<file path="src/rtl/stp_pkg.sv">
package stp_pkg;

  // field widths
  localparam int TS_W   = 63;
  localparam int SKEW_W = 33;
  localparam int CNT_W  = 32;
  localparam int SUM_W  = 64;
  localparam int WIN_W  = 32;

  // defaults
  localparam int                DEPTH_DEF    = 16;
  localparam logic [WIN_W-1:0]  WINDOW_RESET = 32'd8333333;

endpackage

</file>
<file path="src/rtl/stp_in_if.sv">
interface stp_in_if;
  logic                         valid;
  logic                         ready;
  logic                         side;
  logic [stp_pkg::TS_W-1:0]     frame_ts;

  modport source (output valid, side, frame_ts, input ready);
  modport sink   (input valid, side, frame_ts, output ready);
endinterface

</file>
<file path="src/rtl/stp_out_if.sv">
interface stp_out_if;
  logic                             valid;
  logic                             ready;
  logic                             paired;
  logic signed [stp_pkg::SKEW_W-1:0] skew_ns;
  logic [stp_pkg::CNT_W-1:0]        pair_count;
  logic signed [stp_pkg::SUM_W-1:0] skew_sum;

  modport source (output valid, paired, skew_ns, pair_count, skew_sum, input ready);
  modport sink   (input valid, paired, skew_ns, pair_count, skew_sum, output ready);
endinterface

</file>
<file path="src/rtl/stp_list_mem.sv">
module stp_list_mem #(
  parameter int AW = 5,
  parameter int DW = 63
) (
  input  logic          clk,
  input  logic          wr_en,
  input  logic [AW-1:0] wr_addr,
  input  logic [DW-1:0] wr_data,
  input  logic [AW-1:0] rd_addr,
  output logic [DW-1:0] rd_data
);

  logic [DW-1:0] mem [2**AW];

  // one write port, one registered read port
  always_ff @(posedge clk) begin
    if (wr_en) begin
      mem[wr_addr] <= wr_data;
    end
    rd_data <= mem[rd_addr];
  end

endmodule

</file>
<file path="src/rtl/stereo_timestamp_pairing.sv">
// channel  dir  beat contents
// in_ch    in   side, frame_ts
// out_ch   out  paired, skew_ns, pair_count, skew_sum
// cfg_     in   cfg_we / cfg_wdata write match_window, no read-back
//
// one beat at a time: a beat searches the opposite list; a pair then passes the
// check, skew and sum states and two compaction sweeps, an append into a full list
// one shift sweep; the next beat is taken once the result is in the output register.
// the sweeps are paced by the one read port of the list memory, one entry a cycle.
// synchronous active-low reset empties both lists, clears count and sum.
// a finished result waits in the output register while the next beat is taken.
module stereo_timestamp_pairing #(
  parameter int DEPTH = stp_pkg::DEPTH_DEF
) (
  input  logic                      clk,
  input  logic                      rst_n,
  stp_in_if.sink                    in_ch,
  stp_out_if.source                 out_ch,
  input  logic                      cfg_we,
  input  logic [stp_pkg::WIN_W-1:0] cfg_wdata
);

  localparam int IW = $clog2(DEPTH);
  localparam int CW = $clog2(DEPTH + 1);
  localparam int AW = IW + 1;
  localparam int TW = stp_pkg::TS_W;
  localparam int SW = stp_pkg::SKEW_W;
  localparam int UW = stp_pkg::SUM_W;
  localparam int NW = stp_pkg::CNT_W;
  localparam logic [CW-1:0] FULL = CW'(DEPTH);

  typedef enum logic [3:0] {
    ST_IDLE, ST_SEARCH, ST_CHECK, ST_SKEW, ST_SUM,
    ST_PASS_OTHER, ST_PASS_OWN, ST_SHIFT, ST_APPEND, ST_DONE
  } state_t;

  state_t               state_r;
  logic                 side_r;
  logic [TW-1:0]        ts_r;
  logic [stp_pkg::WIN_W-1:0] window_r;
  logic [1:0][CW-1:0]   fill_r;
  logic [NW-1:0]        pairs_r;
  logic signed [UW-1:0] total_r;
  logic                 paired_r;
  logic signed [SW-1:0] skew_r;
  logic [TW-1:0]        cutoff_r;
  logic                 skip_en_r;
  logic [IW-1:0]        skip_idx_r;
  logic [CW-1:0]        iss_r;
  logic [CW-1:0]        k_r;
  logic                 p1_vld_r;
  logic [IW-1:0]        p1_idx_r;
  logic                 s_vld_r;
  logic [TW-1:0]        s_d_r;
  logic [TW-1:0]        s_t_r;
  logic [IW-1:0]        s_idx_r;
  logic                 best_vld_r;
  logic [TW-1:0]        bestd_r;
  logic [TW-1:0]        ots_r;
  logic [IW-1:0]        best_idx_r;
  logic                 out_vld_r;
  logic                 out_paired_r;
  logic signed [SW-1:0] out_skew_r;
  logic [NW-1:0]        out_count_r;
  logic signed [UW-1:0] out_sum_r;

  logic          cur_side;
  logic [CW-1:0] cur_fill;
  logic [CW-1:0] own_fill;
  logic          scanning;
  logic          pass_st;
  logic          issuing;
  logic          drained;
  logic          keep;
  logic          better;
  logic          window_ok;
  logic [TW-1:0] gap;
  logic [UW:0]   sum_ext;
  logic          wr_en;
  logic [AW-1:0] wr_addr;
  logic [TW-1:0] wr_data;
  logic [AW-1:0] rd_addr;
  logic [TW-1:0] rd_data;

  // list storage: left list in the low half, right list in the high half
  stp_list_mem #(
    .AW (AW),
    .DW (TW)
  ) u_mem (
    .clk     (clk),
    .wr_en   (wr_en),
    .wr_addr (wr_addr),
    .wr_data (wr_data),
    .rd_addr (rd_addr),
    .rd_data (rd_data)
  );

  // which list the sweep walks
  always_comb begin
    cur_side = (state_r == ST_SEARCH || state_r == ST_PASS_OTHER) ? ~side_r : side_r;
    cur_fill = fill_r[cur_side];
    own_fill = fill_r[side_r];
    scanning = (state_r == ST_SEARCH) || (state_r == ST_PASS_OTHER) ||
               (state_r == ST_PASS_OWN) || (state_r == ST_SHIFT);
    pass_st  = scanning && (state_r != ST_SEARCH);
    issuing  = scanning && (iss_r < cur_fill);
    drained  = !issuing && !p1_vld_r;
    rd_addr  = {cur_side, iss_r[IW-1:0]};
  end

  // shared distance unit and compaction keep test
  always_comb begin
    gap       = (rd_data >= ts_r) ? rd_data - ts_r : ts_r - rd_data;
    better    = s_vld_r && (!best_vld_r || s_d_r < bestd_r);
    keep      = pass_st && p1_vld_r && !(skip_en_r && p1_idx_r == skip_idx_r) &&
                (rd_data >= cutoff_r);
    window_ok = bestd_r <= {{(TW - stp_pkg::WIN_W){1'b0}}, window_r};
    sum_ext   = {total_r[UW-1], total_r} + {{(UW + 1 - SW){skew_r[SW-1]}}, skew_r};
  end

  // write port: compaction writes or the final append
  always_comb begin
    if (state_r == ST_APPEND) begin
      wr_en   = 1'b1;
      wr_addr = {side_r, own_fill[IW-1:0]};
      wr_data = ts_r;
    end else begin
      wr_en   = keep;
      wr_addr = {cur_side, k_r[IW-1:0]};
      wr_data = rd_data;
    end
  end

  // sequencer
  always_ff @(posedge clk) begin
    if (!rst_n) begin
      state_r    <= ST_IDLE;
      window_r   <= stp_pkg::WINDOW_RESET;
      fill_r     <= '0;
      pairs_r    <= '0;
      total_r    <= '0;
      out_vld_r  <= 1'b0;
      p1_vld_r   <= 1'b0;
      s_vld_r    <= 1'b0;
      best_vld_r <= 1'b0;
      skip_en_r  <= 1'b0;
      iss_r      <= '0;
      k_r        <= '0;
    end else begin
      if (cfg_we) begin
        window_r <= cfg_wdata;
      end
      // the done state reloads the output register itself
      if (out_vld_r && out_ch.ready && state_r != ST_DONE) begin
        out_vld_r <= 1'b0;
      end

      // read pipeline
      if (issuing) begin
        iss_r <= iss_r + 1'b1;
      end
      p1_vld_r <= issuing;
      p1_idx_r <= iss_r[IW-1:0];
      s_vld_r  <= (state_r == ST_SEARCH) && p1_vld_r;
      s_d_r    <= gap;
      s_t_r    <= rd_data;
      s_idx_r  <= p1_idx_r;
      if (keep) begin
        k_r <= k_r + 1'b1;
      end

      unique case (state_r)
        ST_IDLE: begin
          if (in_ch.valid) begin
            side_r     <= in_ch.side;
            ts_r       <= in_ch.frame_ts;
            paired_r   <= 1'b0;
            skew_r     <= '0;
            iss_r      <= '0;
            k_r        <= '0;
            best_vld_r <= 1'b0;
            if (fill_r[~in_ch.side] != '0) begin
              state_r <= ST_SEARCH;
            end else if (fill_r[in_ch.side] == FULL) begin
              skip_en_r  <= 1'b1;
              skip_idx_r <= '0;
              cutoff_r   <= '0;
              state_r    <= ST_SHIFT;
            end else begin
              state_r <= ST_APPEND;
            end
          end
        end
        ST_SEARCH: begin
          // strict compare keeps the oldest entry on a tie
          if (better) begin
            best_vld_r <= 1'b1;
            bestd_r    <= s_d_r;
            ots_r      <= s_t_r;
            best_idx_r <= s_idx_r;
          end
          if (drained && !s_vld_r) begin
            state_r <= ST_CHECK;
          end
        end
        ST_CHECK: begin
          iss_r <= '0;
          k_r   <= '0;
          if (window_ok) begin
            state_r <= ST_SKEW;
          end else if (own_fill == FULL) begin
            skip_en_r  <= 1'b1;
            skip_idx_r <= '0;
            cutoff_r   <= '0;
            state_r    <= ST_SHIFT;
          end else begin
            state_r <= ST_APPEND;
          end
        end
        ST_SKEW: begin
          // magnitude fits in the low bits, so a narrow subtract is exact
          skew_r   <= side_r ? $signed(ts_r[SW-1:0] - ots_r[SW-1:0])
                             : $signed(ots_r[SW-1:0] - ts_r[SW-1:0]);
          cutoff_r <= (ts_r < ots_r) ? ts_r : ots_r;
          paired_r <= 1'b1;
          state_r  <= ST_SUM;
        end
        ST_SUM: begin
          if (pairs_r != '1) begin
            pairs_r <= pairs_r + 1'b1;
          end
          // saturate on signed overflow of the running sum
          if (sum_ext[UW] != sum_ext[UW-1]) begin
            total_r <= sum_ext[UW] ? {1'b1, {(UW - 1){1'b0}}} : {1'b0, {(UW - 1){1'b1}}};
          end else begin
            total_r <= $signed(sum_ext[UW-1:0]);
          end
          skip_en_r  <= 1'b1;
          skip_idx_r <= best_idx_r;
          iss_r      <= '0;
          k_r        <= '0;
          state_r    <= ST_PASS_OTHER;
        end
        ST_PASS_OTHER: begin
          if (drained) begin
            fill_r[~side_r] <= k_r;
            skip_en_r       <= 1'b0;
            iss_r           <= '0;
            k_r             <= '0;
            state_r         <= ST_PASS_OWN;
          end
        end
        ST_PASS_OWN: begin
          if (drained) begin
            fill_r[side_r] <= k_r;
            state_r        <= ST_DONE;
          end
        end
        ST_SHIFT: begin
          if (drained) begin
            fill_r[side_r] <= k_r;
            skip_en_r      <= 1'b0;
            state_r        <= ST_APPEND;
          end
        end
        ST_APPEND: begin
          fill_r[side_r] <= own_fill + 1'b1;
          state_r        <= ST_DONE;
        end
        ST_DONE: begin
          if (!out_vld_r || out_ch.ready) begin
            out_vld_r    <= 1'b1;
            out_paired_r <= paired_r;
            out_skew_r   <= skew_r;
            out_count_r  <= pairs_r;
            out_sum_r    <= total_r;
            state_r      <= ST_IDLE;
          end
        end
        default: begin
          state_r <= ST_IDLE;
        end
      endcase
    end
  end

  // ports
  assign in_ch.ready       = (state_r == ST_IDLE);
  assign out_ch.valid      = out_vld_r;
  assign out_ch.paired     = out_paired_r;
  assign out_ch.skew_ns    = out_skew_r;
  assign out_ch.pair_count = out_count_r;
  assign out_ch.skew_sum   = out_sum_r;

endmodule

</file>
<file path="src/flat_wrapper.sv">
// flat-port wrapper written by rule: the top's interface ports become plain ports
module stereo_timestamp_pairing_flat 
#(
  parameter int DEPTH = stp_pkg::DEPTH_DEF
)
  (clk, rst_n, cfg_we, cfg_wdata, in_ch_valid, in_ch_side, in_ch_frame_ts, in_ch_ready, out_ch_valid, out_ch_paired, out_ch_skew_ns, out_ch_pair_count, out_ch_skew_sum, out_ch_ready);
  stp_in_if in_ch_i ();
  stp_out_if out_ch_i ();
  input  logic clk;
  input  logic rst_n;
  input  logic cfg_we;
  input  logic [stp_pkg::WIN_W-1:0] cfg_wdata;
  input wire logic [$bits(in_ch_i.valid)-1:0] in_ch_valid;
  input wire logic [$bits(in_ch_i.side)-1:0] in_ch_side;
  input wire logic [$bits(in_ch_i.frame_ts)-1:0] in_ch_frame_ts;
  output wire logic [$bits(in_ch_i.ready)-1:0] in_ch_ready;
  output wire logic [$bits(out_ch_i.valid)-1:0] out_ch_valid;
  output wire logic [$bits(out_ch_i.paired)-1:0] out_ch_paired;
  output wire logic [$bits(out_ch_i.skew_ns)-1:0] out_ch_skew_ns;
  output wire logic [$bits(out_ch_i.pair_count)-1:0] out_ch_pair_count;
  output wire logic [$bits(out_ch_i.skew_sum)-1:0] out_ch_skew_sum;
  input wire logic [$bits(out_ch_i.ready)-1:0] out_ch_ready;
  assign in_ch_i.valid = in_ch_valid;
  assign in_ch_i.side = in_ch_side;
  assign in_ch_i.frame_ts = in_ch_frame_ts;
  assign in_ch_ready = in_ch_i.ready;
  assign out_ch_valid = out_ch_i.valid;
  assign out_ch_paired = out_ch_i.paired;
  assign out_ch_skew_ns = out_ch_i.skew_ns;
  assign out_ch_pair_count = out_ch_i.pair_count;
  assign out_ch_skew_sum = out_ch_i.skew_sum;
  assign out_ch_i.ready = out_ch_ready;
  stereo_timestamp_pairing #(.DEPTH(DEPTH)) u_core (.clk(clk), .rst_n(rst_n), .in_ch(in_ch_i), .out_ch(out_ch_i), .cfg_we(cfg_we), .cfg_wdata(cfg_wdata));
endmodule
</file>
<file path="config.mk">
export PLATFORM = sky130hd
export DESIGN_NAME = stereo_timestamp_pairing_flat
export DESIGN_NICKNAME = d
export VERILOG_FILES = /design/src/rtl/stp_pkg.sv /design/src/rtl/stp_in_if.sv /design/src/rtl/stp_out_if.sv /design/src/rtl/stp_list_mem.sv /design/src/rtl/stereo_timestamp_pairing.sv /design/src/flat_wrapper.sv
export SDC_FILE = /design/constraint.sdc
export NUM_CORES = 2
export LEC_CHECK = 0
export BUFFER_PORTS_ARGS = -buffer_cell sky130_fd_sc_hd__buf_4
export CAP_MARGIN = 20
export CORE_MARGIN = 2
export CORE_UTILIZATION = 45
export CTS_BUF_LIST = sky130_fd_sc_hd__clkbuf_4 sky130_fd_sc_hd__clkbuf_8
export DETAILED_ROUTE_END_ITERATION = 10
export PLACE_DENSITY_LB_ADDON = 0.1
export SLEW_MARGIN = 20
export SYNTH_ARGS = -nofsm -noshare
export SYNTH_HDL_FRONTEND = slang
export SYNTH_SLANG_ARGS = --single-unit
</file>
<file path="constraint.sdc">
create_clock -name clk -period 22.3 [get_ports clk]
set_input_delay 3.345 -clock clk [delete_from_list [all_inputs] [get_ports clk]]
set_output_delay 3.345 -clock clk [all_outputs]
set_load 0.01 [all_outputs]
</file>
==> results by group <==
Placed design
  – Gp weighted congestion: 0.8972
  – # port buffers: 232
  – Placed cells: 11,310
  – Post-DP HPWL: 221,100 um

Clock tree
  – Root buf cell: clkbuf_8
  – # Post-CTS Setup Buffers: 0
  – Post-CTS Hold Fix Bufs: 0
  – Clock buffer depth: 4
  – Worst-Skew Late Latency: 1130 ps
  – Htree depth: 5
  – # clock sinks: 2,795
  – Worst-path clk slew: 60 ps
  – CTS resizes: 0
  – TritonCTS Buffers: 453
  – Clock tree from TritonCTS: yes

Logic synthesis
  – Synthesized cell area: 0.1230 mm2
  – Syn_area_per_cell: 15.88 um2
  – Most common flop cell mapped by yosys: edfxtp_1
  – Post-synthesis async set-or-reset flop share: 0
  – Yosys cell types: 96
  – Post-synth EDFFs: 2,575
  – Mapped Nets: 8,304
  – Gate count after technology mapping: 7,748
  – Sequential share of the synthesized area: 0.6644
  – Synth warnings: 0
  – Yosys reg bits: 2,795

Global routing
  – Vias in the first global route: 71,280
  – First-pass GRT wire length: 493,100 um
  – GR Overflow Total: 0
  – Initial antenna violation count: 32
  – Tot GR Track Use: 0.2411
  – Largest net degree at the start of global routing: 101

Worst setup path
  – CP startpoint: u_core.state_r[0]$_SDFFE_PN0P_
  – Crit-path max cell delay: 520 ps
  – Master of the slowest instance on the critical path: dfxtp_1
  – Critical R2R Launch: u_core.u_mem.rd_data[32]$_DFF_P_
  – Req. time, crit path: 18,950 ps
  – R2r endpoint: u_core.u_mem.mem[13][52]$_DFFE_PP_
  – Crit Path Category: reg -> out
  – Critical Path AT: 2580 ps
  – Worst Setup End Kind: output port
  – Worst reg2reg setup slack: 16,400 ps
  – CP Cell Sequence: nor2_1, nand2_1, inv_1, buf_4
  – Critical Path Start Type: flip-flop
  – R2r worst-path depth: 14
  – Crit path to: in_ch_ready
  – Crit-path max FO: 20

Die
  – Core Rows: 191
  – Die Span Y: 526.8 um
  – Die Width: 526.8 um
  – Initial core utilization: 0.4535
  – Top Ports: 233
  – CORE AREA: 0.2712 mm2
  – Die Area: 0.2775 mm2

Power
  – Flop pwr share: 0.450
  – Clock power frac: 0.277
  – VDD IR max: 67.37 uV
  – Pwr Density: 113.4 mW/mm2
  – Sw Ratio: 0.3340
  – Combinational share of power: 0.272
  – Leak Pwr: 47.57 nW
  – Sw Pwr: 5.258 mW
  – P_int: 10.48 mW

Routing
  – Routed vias: 71,430
  – DRC Markers: 0
  – DR vias/cell: 5.879
  – Initial DRT Pass Iterations: 8
  – Routed wire length: 339,400 um
  – DR iter-0 viols: 6,591
  – Antenna viol nets, final: 0
  – Wirelength per Cell: 27.93 um

Final layout
  – Final cell count without fillers: 12,150
  – Nets: 8,769
  – Layout cells sized above 1: 0.2262
  – Fin util: 0.5117
  – Area Overhead vs Synth: 12.84%

Timing
  – Crit share post-route: 0.2657
  – Hold Vio Cnt, Final: 0
  – Setup violators final: 0
  – Max-slew violation count: 0
  – Fmax: 168.7 MHz
  – Setup tns final: 0 ps
  – Hold Slack: 394.0 ps
  – Slew @ Worst Pin: 1170 ps
  – Clk_skew: 95.46 ps
  – Max_slew headroom: 0.2202
  – RSZ-0062 raised after global routing: no
  – Min cycle time layout: 5926 ps

Worst hold path
  – Hold depth: 0
  – Min-delay worst type: reg -> reg

Job
  – Max-cap viol count: 0

Outcome
  – Run status: finished, final reports clean
-- stage by stage --
step / setup slack (ps) / area, um2 / power (mW)
floorplan: 11640 / 123000 / 9.595
global placement: 15770 / 129500 / 11.25
detailed placement: 15710 / 129500 / 11.32
CTS: 16300 / 138400 / 15.72
global route: 16170 / 138800 / 16.44
finish: 16370 / 138800 / 15.74
-- cells in the mapped netlist, types with 18 or more instances --
cell	count	area, um2
edfxtp_1	2575	77320
mux4_2	630	14190
a21oi_1	528	2643
ha_1	450	5630
inv_1	423	1588
o21ai_0	398	1992
nand2_1	344	1291
nor2_1	323	1212
clkbuf_1	275	1032
dfxtp_1	220	4404
a21o_1	190	1426
nand3_1	120	600.6
xnor2_1	116	1016
nand4_1	115	719.4
o21bai_1	84	630.6
xor2_1	75	656.9
mux2_2	69	777.0
o31ai_1	69	518.0
mux2i_1	58	580.6
buf_1	53	198.9
nand2b_1	49	306.5
nor2b_1	49	306.5
nor3_1	49	245.2
buf_2	44	220.2
a31oi_1	41	256.5
o211ai_1	35	262.8
o21a_1	33	247.7
a211oi_1	30	225.2
and2_1	27	168.9
nor4_1	22	137.6
or3_1	21	131.4
o221ai_1	18	157.7
-- power by group through the flow --
stage / clock network (mW) / registers [mW] / logic (mW)
6_report: 4.37 / 7.09 / 4.28
5_1_grt: 4.71 / 7.12 / 4.61
4_1_cts: 4.49 / 7.10 / 4.14
3_5_place_dp: 0 / 7.20 / 4.12
3_3_place_gp: 0 / 7.18 / 4.07
2_1_floorplan: 0 / 7.14 / 2.46
-- worst min-delay path by stage --
stage / from / to / slack (ps)
after CTS: u_core.s_t_r[10]$_DFFE_PP_ / u_core.ots_r[10]$_DFFE_PP_ / 390
after global routing: u_core.s_t_r[10]$_DFFE_PP_ / u_core.ots_r[10]$_DFFE_PP_ / 410
after floorplan: u_core.s_idx_r[0]$_DFFE_PP_ / u_core.best_idx_r[0]$_DFFE_PP_ / 400
final: u_core.s_t_r[10]$_DFFE_PP_ / u_core.ots_r[10]$_DFFE_PP_ / 390
after global placement: u_core.s_idx_r[3]$_DFFE_PP_ / u_core.best_idx_r[3]$_DFFE_PP_ / 400
after detailed placement: u_core.s_t_r[32]$_DFFE_PP_ / u_core.ots_r[32]$_DFFE_PP_ / 400
-- cell families after synthesis --
family / share of synthesized area
flops: 0.6644
xor+xnor: 0.01373
buf+inv: 0.02535
mux: 0.1264
simple gates: 0.04497
fa+ha+maj: 0.04700
compound gates: 0.07813
-- per-layer routing --
| layer | share of wire | vias up | global-route usage |
|---|---|---|---|
| li1 | - | 31430 | - |
| met1 | 0.45 | 37040 | 0.3507 |
| met2 | 0.47 | 2472 | 0.3804 |
| met3 | 0.063 | 490 | 0.03824 |
| met4 | 0.025 | 6 | 0.06056 |
| met5 | 0.00010 | - | 0 |
-- critical path, delay by kind of cell, from the launching register on --
family	cells	cell delay, ps
AND/OR/NAND/NOR	2	600
flip-flops	1	520
buffers and inverters	2	420
-- layout by cell type (no fill, tap or decap), types with 119 or more instances in the layout --
cell type  synthesis  routed
nand3_1          120     119
a21oi_1          528     526
nor2_1           323     290
a21o_1           190     189
buf_4              4     372
clkbuf_8           0     476
edfxtp_1        2575    2575
o21ai_0          398     334
mux4_2           630     630
ha_1             450     450
nand2_1          344     343
inv_1            423     421
clkbuf_4           0     125
dfxtp_1          220     216
-- flip-flops by register name, summed over array words and instances (netlist names), 63 cells and up, named ones only --
register / count
u_core.s_d_r: 63
u_core.ts_r: 63
u_core.s_t_r: 63
u_core.u_mem.rd_data: 63
u_core.bestd_r: 63
u_core.cutoff_r: 63
u_core.total_r: 64
u_core.out_ch.skew_sum: 64
u_core.ots_r: 63
u_core.u_mem.mem: 2016
-- final cells by class --
cell class	instances	area, um2
Sequential cell	2795	81740
Timing Repair Buffer	390	3238
Antenna cell	11	27.53
Inverter	424	1592
Tap cell	3570	4467
Clock inverter	210	1344
Multi-Input combinational cell	4149	38900
Fill cell	22490	132400
Clock buffer	601	7490
Power figures use the tool's default switching activity.
